## src/hw/rtl/mtap_pkg.sv

```systemverilog
// Shared types, codes and constants of the tape pulse player.
package mtap_pkg;

	// Default sizes
	localparam int QUEUE_DEPTH_DEF = 2;
	localparam int DELAY_BITS_DEF  = 32;

	// Field and arithmetic widths
	localparam int BYTE_BITS   = 8;
	localparam int RAW_BITS    = 24;
	localparam int RATIO_BITS  = 24;
	localparam int FRAC_BITS   = 16;
	localparam int SHORT_SHIFT = 3;
	localparam int CFG_IDX_BITS = 2;

	localparam logic [RATIO_BITS-1:0] RATIO_RESET = RATIO_BITS'(1 << FRAC_BITS);

	// Input item commands
	typedef enum logic [1:0] {
		CMD_TICK   = 2'd0,
		CMD_BYTE   = 2'd1,
		CMD_MOTOR  = 2'd2,
		CMD_REWIND = 2'd3
	} cmd_t;

	// Configuration register indexes
	localparam logic [CFG_IDX_BITS-1:0] REG_WHOLE_WAVE  = 2'd0;
	localparam logic [CFG_IDX_BITS-1:0] REG_CLOCK_SCALE = 2'd1;

endpackage

```

## src/hw/rtl/mtap_scale.sv

```systemverilog
// Delay scaler: Q8.16 ratio multiply with round-half-up, doubling and saturation.
module mtap_scale import mtap_pkg::*; #(
	parameter int DELAY_BITS = DELAY_BITS_DEF
) (
	input  logic [RAW_BITS-1:0]   raw_delay,
	input  logic [RATIO_BITS-1:0] ratio,
	output logic [DELAY_BITS-1:0] scaled_delay
);

	localparam int PROD_W = RAW_BITS + RATIO_BITS;
	localparam int SUM_W  = PROD_W + 1;
	localparam int DBL_W  = SUM_W - FRAC_BITS + 1;
	localparam int SAT_W  = (DELAY_BITS > DBL_W) ? DELAY_BITS : DBL_W;
	localparam logic [SUM_W-1:0] ROUND_HALF = SUM_W'(1) << (FRAC_BITS - 1);

	logic [PROD_W-1:0] product;
	logic [SUM_W-1:0]  rounded;
	logic [DBL_W-1:0]  doubled;
	logic [SAT_W-1:0]  dbl_ext;
	logic [SAT_W-1:0]  max_ext;

	// Multiply, round, drop the fraction and double
	assign product = raw_delay * ratio;
	assign rounded = SUM_W'(product) + ROUND_HALF;
	assign doubled = {rounded[SUM_W-1:FRAC_BITS], 1'b0};

	// Clamp to the largest count the timer holds
	assign dbl_ext = SAT_W'(doubled);
	assign max_ext = SAT_W'({DELAY_BITS{1'b1}});
	assign scaled_delay = (dbl_ext > max_ext) ? max_ext[DELAY_BITS-1:0]
		: dbl_ext[DELAY_BITS-1:0];

endmodule

```

## src/hw/rtl/mtap_pulse_player_top.sv

```systemverilog
// Top level of the tape pulse player: byte decoder, delay queue, pulse timer, result register.

// The block takes one transaction per clock cycle and returns one result for each, in the
// cycle after it is accepted; s_tready drops only while the result register is full and
// m_tready is low. That rate rests on the combinational state update, whose longest path is the
// 24 by 24 bit ratio multiply on the tape byte path that feeds the delay queue. Commands
// travel in s_tuser (0 tick, 1 tape byte, 2 motor, 3 rewind), the final image byte is
// marked by s_tlast. No clearing pass is needed after reset.
module mtap_pulse_player_top import mtap_pkg::*; #(
	parameter int QUEUE_DEPTH = QUEUE_DEPTH_DEF,
	parameter int DELAY_BITS  = DELAY_BITS_DEF
) (
	input  logic                    clk,
	input  logic                    arst_n,
	// Configuration write channel
	input  logic                    cfg_valid,
	output logic                    cfg_ready,
	input  logic [CFG_IDX_BITS-1:0] cfg_index,
	input  logic [RATIO_BITS-1:0]   cfg_data,
	// Input stream
	input  logic                    s_tvalid,
	output logic                    s_tready,
	input  logic [15:0]             s_tdata,  // [7:0] tape_byte, [8] motor_request, rest zero
	input  logic                    s_tlast,  // final_byte
	input  logic [1:0]              s_tuser,  // [1:0] command
	// Output stream
	output logic                    m_tvalid,
	input  logic                    m_tready,
	output logic [7:0]              m_tdata   // [0] cassette_level, [1] falling_edge,
	                                          // [2] motor_running, [3] byte_request,
	                                          // [4] underrun, rest zero
);

	localparam int CNT_W = $clog2(QUEUE_DEPTH + 1);
	localparam int IDX_W = $clog2(QUEUE_DEPTH);

	// Configuration registers
	logic                  whole_wave_q;
	logic [RATIO_BITS-1:0] ratio_q;

	// Player state
	logic                  level_q, level_d;
	logic [DELAY_BITS-1:0] phase_cnt_q, phase_cnt_d;
	logic [DELAY_BITS-1:0] second_q, second_d;
	logic [1:0]            byte_phase_q, byte_phase_d;
	logic [RAW_BITS-1:0]   asm_q, asm_d;
	logic [CNT_W-1:0]      count_q, count_d;
	logic                  motor_q, motor_d;
	logic                  ended_q, ended_d;
	logic [DELAY_BITS-1:0] queue_q [QUEUE_DEPTH];
	logic [DELAY_BITS-1:0] queue_d [QUEUE_DEPTH];

	// Result register
	logic                  out_valid_q;
	logic [4:0]            result_q;

	logic                  accept;
	cmd_t                  cmd;
	logic [BYTE_BITS-1:0]  tape_byte;
	logic                  motor_req;
	logic [RAW_BITS-1:0]   push_raw;
	logic [DELAY_BITS-1:0] push_scaled;
	logic                  push_en;
	logic                  pop_one;
	logic                  pop_two;
	logic                  fall;
	logic                  under;
	logic [DELAY_BITS-1:0] head_half;

	assign cmd       = cmd_t'(s_tuser);
	assign tape_byte = s_tdata[BYTE_BITS-1:0];
	assign motor_req = s_tdata[BYTE_BITS];

	// Take a transaction whenever the result register is free or draining
	assign s_tready  = !out_valid_q || m_tready;
	assign accept    = s_tvalid && s_tready;
	assign cfg_ready = 1'b1;

	// Raw delay pushed by this byte: short form or completed long form
	assign push_raw = (byte_phase_q == 2'd0)
		? RAW_BITS'({tape_byte, SHORT_SHIFT'(0)})
		: {tape_byte, asm_q[2*BYTE_BITS-1:0]};

	mtap_scale #(
		.DELAY_BITS(DELAY_BITS)
	) u_scale (
		.raw_delay   (push_raw),
		.ratio       (ratio_q),
		.scaled_delay(push_scaled)
	);

	assign head_half = queue_q[0] >> 1;

	// Next player state for the presented item
	always_comb begin
		level_d      = level_q;
		phase_cnt_d  = phase_cnt_q;
		second_d     = second_q;
		byte_phase_d = byte_phase_q;
		asm_d        = asm_q;
		count_d      = count_q;
		motor_d      = motor_q;
		ended_d      = ended_q;
		push_en      = 1'b0;
		pop_one      = 1'b0;
		pop_two      = 1'b0;
		fall         = 1'b0;
		under        = 1'b0;
		unique case (cmd)
			CMD_TICK: begin
				if (motor_q) begin
					priority if (phase_cnt_q != '0) begin
						phase_cnt_d = phase_cnt_q - DELAY_BITS'(1);
					end else if (!level_q) begin
						phase_cnt_d = second_q;
						level_d     = 1'b1;
					end else if (count_q == '0) begin
						under = 1'b1;
						if (ended_q) begin
							motor_d = 1'b0;
						end
					end else if (whole_wave_q) begin
						pop_one     = 1'b1;
						phase_cnt_d = head_half;
						second_d    = queue_q[0] - head_half;
					end else if (count_q >= CNT_W'(2)) begin
						pop_two     = 1'b1;
						phase_cnt_d = queue_q[0];
						second_d    = queue_q[1];
					end else if (ended_q) begin
						pop_one     = 1'b1;
						phase_cnt_d = queue_q[0];
						second_d    = '0;
					end else begin
						under = 1'b1;
					end
					// Start a wave: drive low, stop the motor when the image runs dry
					if (pop_one || pop_two) begin
						fall    = 1'b1;
						level_d = 1'b0;
						count_d = pop_two ? count_q - CNT_W'(2) : count_q - CNT_W'(1);
						if (ended_q && count_d == '0) begin
							motor_d = 1'b0;
						end
					end
				end
			end
			CMD_BYTE: begin
				if (!ended_q && count_q < CNT_W'(QUEUE_DEPTH)) begin
					if (byte_phase_q == 2'd0) begin
						if (tape_byte != '0) begin
							push_en = 1'b1;
						end else begin
							byte_phase_d = 2'd1;
							asm_d        = '0;
						end
					end else begin
						unique case (byte_phase_q)
							2'd1:    asm_d[BYTE_BITS-1:0]             = tape_byte;
							2'd2:    asm_d[2*BYTE_BITS-1:BYTE_BITS]   = tape_byte;
							default: asm_d[3*BYTE_BITS-1:2*BYTE_BITS] = tape_byte;
						endcase
						if (byte_phase_q == 2'd3) begin
							push_en      = 1'b1;
							byte_phase_d = 2'd0;
							asm_d        = '0;
						end else begin
							byte_phase_d = byte_phase_q + 2'd1;
						end
					end
					if (push_en) begin
						count_d = count_q + CNT_W'(1);
					end
					// Image end drops any partial long delay
					if (s_tlast) begin
						ended_d      = 1'b1;
						byte_phase_d = 2'd0;
						asm_d        = '0;
					end
				end
			end
			CMD_MOTOR: begin
				motor_d = motor_req;
			end
			CMD_REWIND: begin
				level_d      = 1'b1;
				phase_cnt_d  = '0;
				second_d     = '0;
				byte_phase_d = 2'd0;
				asm_d        = '0;
				count_d      = '0;
				ended_d      = 1'b0;
			end
		endcase
	end

	// Next queue contents: shift out on a pop, write at the fill point on a push
	always_comb begin
		for (int i = 0; i < QUEUE_DEPTH; i++) begin
			queue_d[i] = queue_q[i];
			if (pop_one) begin
				queue_d[i] = queue_q[IDX_W'((i + 1) % QUEUE_DEPTH)];
			end else if (pop_two) begin
				queue_d[i] = queue_q[IDX_W'((i + 2) % QUEUE_DEPTH)];
			end
		end
		if (push_en) begin
			queue_d[count_q[IDX_W-1:0]] = push_scaled;
		end
	end

	// Hold configuration; the user is to write it only while idle, the block itself does not enforce this
	always_ff @(posedge clk or negedge arst_n) begin
		if (!arst_n) begin
			whole_wave_q <= 1'b0;
			ratio_q      <= RATIO_RESET;
		end else if (cfg_valid && cfg_ready) begin
			if (cfg_index == REG_WHOLE_WAVE) begin
				whole_wave_q <= cfg_data[0];
			end else if (cfg_index == REG_CLOCK_SCALE) begin
				ratio_q <= cfg_data;
			end
		end
	end

	// Advance player state on each accepted transaction
	always_ff @(posedge clk or negedge arst_n) begin
		if (!arst_n) begin
			level_q      <= 1'b1;
			phase_cnt_q  <= '0;
			second_q     <= '0;
			byte_phase_q <= 2'd0;
			asm_q        <= '0;
			count_q      <= '0;
			motor_q      <= 1'b0;
			ended_q      <= 1'b0;
		end else if (accept) begin
			level_q      <= level_d;
			phase_cnt_q  <= phase_cnt_d;
			second_q     <= second_d;
			byte_phase_q <= byte_phase_d;
			asm_q        <= asm_d;
			count_q      <= count_d;
			motor_q      <= motor_d;
			ended_q      <= ended_d;
		end
	end

	// Queue storage, valid only below the fill count
	always_ff @(posedge clk) begin
		if (accept) begin
			for (int i = 0; i < QUEUE_DEPTH; i++) begin
				queue_q[i] <= queue_d[i];
			end
		end
	end

	// Result register valid flag
	always_ff @(posedge clk or negedge arst_n) begin
		if (!arst_n) begin
			out_valid_q <= 1'b0;
		end else if (accept) begin
			out_valid_q <= 1'b1;
		end else if (m_tready) begin
			out_valid_q <= 1'b0;
		end
	end

	// Capture the result of the accepted transaction
	always_ff @(posedge clk) begin
		if (accept) begin
			result_q <= {under, count_d < CNT_W'(QUEUE_DEPTH), motor_d, fall, level_d};
		end
	end

	assign m_tvalid = out_valid_q;
	assign m_tdata  = {3'b000, result_q};

	// Checks
	a_count_bound: assert property (@(posedge clk) disable iff (!arst_n)
		count_q <= CNT_W'(QUEUE_DEPTH))
		else $error("delay queue count beyond depth");

	a_no_partial_after_end: assert property (@(posedge clk) disable iff (!arst_n)
		(byte_phase_q != 2'd0) |-> !ended_q)
		else $error("long delay assembly open after image end");

	a_edge_consistent: assert property (@(posedge clk) disable iff (!arst_n)
		(m_tvalid && m_tdata[1]) |-> (!m_tdata[0] && !m_tdata[4]))
		else $error("falling edge with high level or underrun");

	a_result_follows: assert property (@(posedge clk) disable iff (!arst_n)
		accept |=> m_tvalid)
		else $error("accepted transaction produced no result");

endmodule

```

## config.mk

```make
export PLATFORM = sky130hd
export DESIGN_NAME = mtap_pulse_player_top
export DESIGN_NICKNAME = d
export VERILOG_FILES = /design/src/hw/rtl/mtap_pkg.sv /design/src/hw/rtl/mtap_scale.sv /design/src/hw/rtl/mtap_pulse_player_top.sv
export SDC_FILE = /design/constraint.sdc
export NUM_CORES = 2
export LEC_CHECK = 0
export BUFFER_PORTS_ARGS = -buffer_cell sky130_fd_sc_hd__buf_2
export CAP_MARGIN = 20
export CORE_UTILIZATION = 25
export DETAILED_ROUTE_END_ITERATION = 6
export PLACE_DENSITY_LB_ADDON = 0.2
export SLEW_MARGIN = 25
export SYNTH_ARGS = -nofsm -noshare
export SYNTH_HDL_FRONTEND = slang
export SYNTH_SLANG_ARGS = --single-unit
```

## constraint.sdc

```tcl
create_clock -name clk -period 10.15 [get_ports clk]
set_clock_uncertainty 0.1 [all_clocks]
set_input_delay 2.03 -clock clk [delete_from_list [all_inputs] [get_ports clk]]
set_output_delay 2.03 -clock clk [all_outputs]
set_load 0.005 [all_outputs]
```

==> Word-level counts from Yosys, hierarchy flattened <==
Memory sizes are Yosys's and may differ from the RTL's.
Cells that the tools add are included.
{ "op_classes": {"add_sub_neg": 7, "mul": 1, "n_lt_le_gt_ge": 6, "eq_ne": 19, "mux": 95, "bitwise": 5, "reduce_logical": 28} }
{ "ops": {"columns": ["cell", "count"], "rows": [
  ["32-bit two-way mux", 20],
  ["32-bit one-hot mux with 2 select lines", 2],
  ["16-bit two-way mux", 5],
  ["64-bit bitwise mux", 1],
  ["64-bit two-way mux", 1],
  ["48-bit by 16-bit adder with 49-bit output, second input constant", 1],
  ["24-bit by 24-bit multiplier with 48-bit output", 1],
  ["1-bit two-way mux", 46],
  ["34-bit by 32-bit > comparator with 1-bit output, second input constant", 1],
  ["32-bit demux with 1-bit select", 1],
  ["16-bit one-hot mux with 2 select lines", 1],
  ["32-bit nonzero test", 1],
  ["32-bit by 1-bit subtractor with 32-bit output, second input constant", 1],
  ["32-bit by 31-bit subtractor with 32-bit output", 1],
  ["24-bit two-way mux", 1],
  ["2-bit two-way mux", 10],
  ["8-bit two-way mux", 2],
  ["5-bit AND reduction", 3],
  ["2-bit != test, second input constant", 6],
  ["4-bit != test, second input constant", 3],
  ["2-bit logical NOT", 5],
  ["5-bit by 4-bit != test with 1-bit output, second input constant", 2],
  ["2-bit equality test, second input constant", 4],
  ["4-bit AND reduction", 2],
  ["other kinds (22)", 40]
]} }
{ "totals": {"ff_bits": 118, "ramBits": 64, "output_inout_bits": 11, "wordCells": 177, "memories": 1} }
{ "memory_table": {"columns": ["name", "depth", "width", "read_ports", "rd_clocked_by_memory_dff", "wr", "line", "text"], "rows": [
  ["queue_q", 2, 32, 2, 0, 2, "mtap_pulse_player_top.sv:50", "logic [DELAY_BITS-1:0] queue_q [QUEUE_DEPTH];"]
]} }

==> Longest topological paths before layout <==
{ "depth": {"word_depth": 15, "ltp_mapped": 34} }

==> By module <==
From an unflattened synthesis, not the netlist that was laid out.
{ "unflattened": {"hier_cells": 3526, "area_unflattened_um2": 31162.4} }
{ "modules_own_cells": {"columns": ["module", "n_inst", "cells_each", "area_per_inst_um2"], "rows": [
  ["mtap_scale", 1, 2226, 19426.1],
  ["mtap_pulse_player_top", 1, 1300, 11736.3]
]} }

==> Least setup slack after synthesis <==
Ideal clock, no wire load.
{ "synth_timing": {"kind": "input -> register", "start": "input s_tdata[7]", "end": "memory queue_q[0][55] in the netlist's numbering, data pin", "setup_time_ps": 279, "arrival_ps": 8946, "required_time_ps": 9771, "path_slack_ps": 824, "cell_stages": 29, "path_buffers": 3, "path_cell_list": "mux2_2 -> clkbuf_1 -> and2_1 -> fa_1 -> fa_1 -> inv_1 -> fa_1 -> inv_1 -> fa_1 -> inv_1 -> fa_1 -> inv_1 -> fa_1 -> inv_1 -> fa_1 -> inv_1 -> ha_1 -> inv_1 -> or3_1 -> or3_1 -> a31o_2 -> nand2_1 -> a31o_2 -> a21oi_1 -> or3_1 -> buf_2 -> clkbuf_1 -> nor3_1 -> a21oi_1"} }
{ "synth_lines": {"columns": ["element", "line", "text"], "rows": [
  ["from (decl)", "mtap_pulse_player_top.sv:23", "input logic [15:0] s_tdata,"],
  ["to (decl)", "mtap_pulse_player_top.sv:50", null]
]} }

==> summary.txt <==
Synthesis
  – Mux share of post-synthesis cell area: 3.294%
  – Post-synthesis sequential area ratio: 15.94%
  – EDFF count, synth: 69
  – Post-Synthesis Cells: 3502
  – Post-synthesis adder-cell area fraction: 41.14%
  – Syn_area_per_cell: 8.784 sq um
  – XOR/XNOR Fraction of Synth Area: 1.480%
  – Area contributors post-synth: fa_1 (31%), ha_1 (9.6%), dfrtp_1 (9.0%)
  – Share of synthesized registers carrying an async set or reset: 62.09%
  – Syn. warnings: 0
  – Synth cell types: 77
  – Complex-gate fraction of the synthesized area: 10.92%
  – Top cell type's share of synthesized area: 31.50%
  – Netlist Area Pre-Place: 0.03076 sq mm
  – Yosys reg bits: 182
  – Largest area contributor in the netlist: fa_1
  – Synth Flop Type: dfrtp_1
  – Share of synthesized cell area in and, or, nand and nor gates: 17.44%
  – Largest family of logic cells by synthesized area: adder cells

STA
  – Worst hold slack: 0.3753 ns
  – Final setup fails: 0
  – Fmax: 105.8 MHz
  – Setup TNS: 0 ns
  – Max Transition Viols Final: 0
  – Crit share post-route: 93.14%
  – Final hold vios: 0
  – Minimum clock period: 9.454 ns
  – Slew HR: 28.80%
  – Worst slew pin tran: 1.068 ns
  – Setup slack after layout: 0.6962 ns
  – RSZ-0062 raised after global routing: false

Detailed routing
  – Total Routed Length: 92990 microns
  – Vias per std cell: 4.525
  – Via count: 23160
  – Remaining antenna violation count after routing: 0
  – Total iterations of the first detailed-routing run: 5
  – Residual DRC: 0
  – WL per Instance: 18.17 microns
  – Drt initial violations: 1198

Critical path
  – Crit path capture type: register
  – Worst Path Arrival: 9.64 ns
  – CP max FO: 29
  – Startpoint types: input pin
  – Max incr delay on CP: 0.54 ns
  – CP most frequent cell: fa_1
  – Setup CP Type: input pin to register
  – Slowest CP cell: fa_1
  – Worst path required time: 10.34 ns

Placement
  – Place WS: 0.1813 ns
  – Placer Congestion: 0.8295
  – Post-DP HPWL: 72250 microns
  – Input/output buffers: 49

CTS
  – CTS Buf Count: 17
  – TritonCTS clock tree: built
  – Post-CTS Hold Fix Bufs: 0
  – CTS resizes: 0
  – Clock sink total: 182
  – CTS clk-pin slew, worst paths: 0.11 ns
  – H-Tree Depth: 4
  – Post-CTS Repair Setup Buffers: 0
  – Clk_lat worst skew: 0.53 ns
  – Max Root-Sink Buffers: 2
  – Clock root buffer: clkbuf_16

Die
  – Die height: 352.8 microns
  – CORE AREA: 0.1219 sq mm
  – Die width: 352.8 microns
  – # rows: 128
  – I/O pin count: 61
  – Die ar.: 0.1245 sq mm
  – Initial Util: 25.24%

Global route
  – Initial antenna violation count: 2
  – First-pass GRT wire length: 147600 microns
  – Global route overflow: 0
  – Gr usage total: 15.31%
  – Largest net degree at the start of global routing: 87
  – Vias in the first global route: 24750

Final layout
  – Share of layout cells above drive strength 1: 7.877%
  – Nets: 4249
  – Fillers: 13200
  – Final Util: 27.67%
  – Layout Area Growth over Synthesis: 9.611%

Flow run
  – Max cap viols: 0

Hold path
  – Worst hold path type: register to register

Status
  – Status: finished, final reports clean
## state kept, by name (all words and copies together) (netlist names)
register / cells
count_q: 2
ratio_q: 24
result_q: 5
asm_q: 16
queue_q: 64
byte_phase_q: 2
m_tvalid: 1
phase_cnt_q: 32
level_q: 1
motor_q: 1
whole_wave_q: 1
second_q: 32
ended_q: 1
## synthesized netlist by cell type (all sizes together), types with 34 or more instances
cell and instances:
inv 590, dfrtp 111, mux2i 45, a21oi 182
edfxtp 69, fa 484, nor2 155, ha 237
a21o 34, nand2 484, clkbuf 168, and2 260
nor3 40, o21ai 161, mux2 50
## kinds of logic (layout without fill, tap and decap cells)
| group | Yosys count | count (layout) |
|---|---|---|
| AND/OR/NAND/NOR | 1106 | 1106 |
| buffers and inverters | 786 | 773 |
| adder cells (fa/ha/maj) | 721 | 721 |
| AO/OA/AOI/OAI | 558 | 558 |
| flip-flops | 182 | 182 |
| multiplexers | 95 | 95 |
| XOR/XNOR | 52 | 52 |
| other | 2 | 6 |
## cell type report
cell class              count  area, sq um  area share [%]
inverters                 591         2218           6.579
diodes                      2        5.005         0.01484
well taps                1625         2033           6.030
clock buffers              18        429.2           1.273
multi-input cells        2536        22910           67.94
flip-flops and latches    182         4906           14.55
clock inverters            14        138.9          0.4119
repair buffers            150         1081           3.206
## cells in the final DEF, fill, tap and decap left out, types with 50 or more instances in the layout
master and instances:
ha_1 237, nor2_1 152, o21ai_0 158, edfxtp_1 69
mux2_2 50, buf_4 96, fa_1 484, inv_1 589
and2_1 260, dfrtp_1 108, nand2_1 483, a21oi_1 182
## final timing paths
check | cells past startpoint | start | slack (ns) | endpoint
max | 29 | s_tdata[5] | 0.70 | queue_q[0][12]$_DFFE_PP_
max in group asynchronous | 2 | arst_n | 7.06 | ratio_q[20]$_DFFE_PN0P_
min in group asynchronous | 1 | arst_n | 1.49 | phase_cnt_q[1]$_DFFE_PN0P_
max reg2reg | 31 | byte_phase_q[0]$_DFFE_PN0P_ | 0.85 | queue_q[0][12]$_DFFE_PP_
min reg2reg | 2 | second_q[8]$_DFFE_PN0P_ | 0.38 | second_q[8]$_DFFE_PN0P_
min | 2 | second_q[8]$_DFFE_PN0P_ | 0.38 | second_q[8]$_DFFE_PN0P_
## layer usage
metal | vias to the layer above | share of wire, % | routed length, microns | global-route usage (%)
li1 | 11080 | - | - | -
met1 | 11730 | 49 | 45410 | 21.33
met2 | 307 | 47 | 43550 | 25.43
met3 | 43 | 3.1 | 2874 | 1.850
met4 | 0 | 1.2 | 1150 | 3.000
met5 | - | 0 | 0 | 0
## worst max-delay path: cells and delay by family
kind / cells / cell delay [ns]
buf+inv: 9 / 0.84
fa+ha+maj: 8 / 3.76
compound gates: 5 / 1.18
simple gates: 6 / 1.41
mux: 1 / 0.42
## per-stage QoR
step,cells,cell area (sq um)
3_5_place_dp,5084,33140
5_1_grt,5116,33710
2_1_floorplan,3504,30770
3_3_place_gp,5084,33140
6_report,5118,33720
4_1_cts,5116,33710
Power is not shown: default switching activity piles up to over one toggle a cycle in this logic, so the estimate is an artifact.
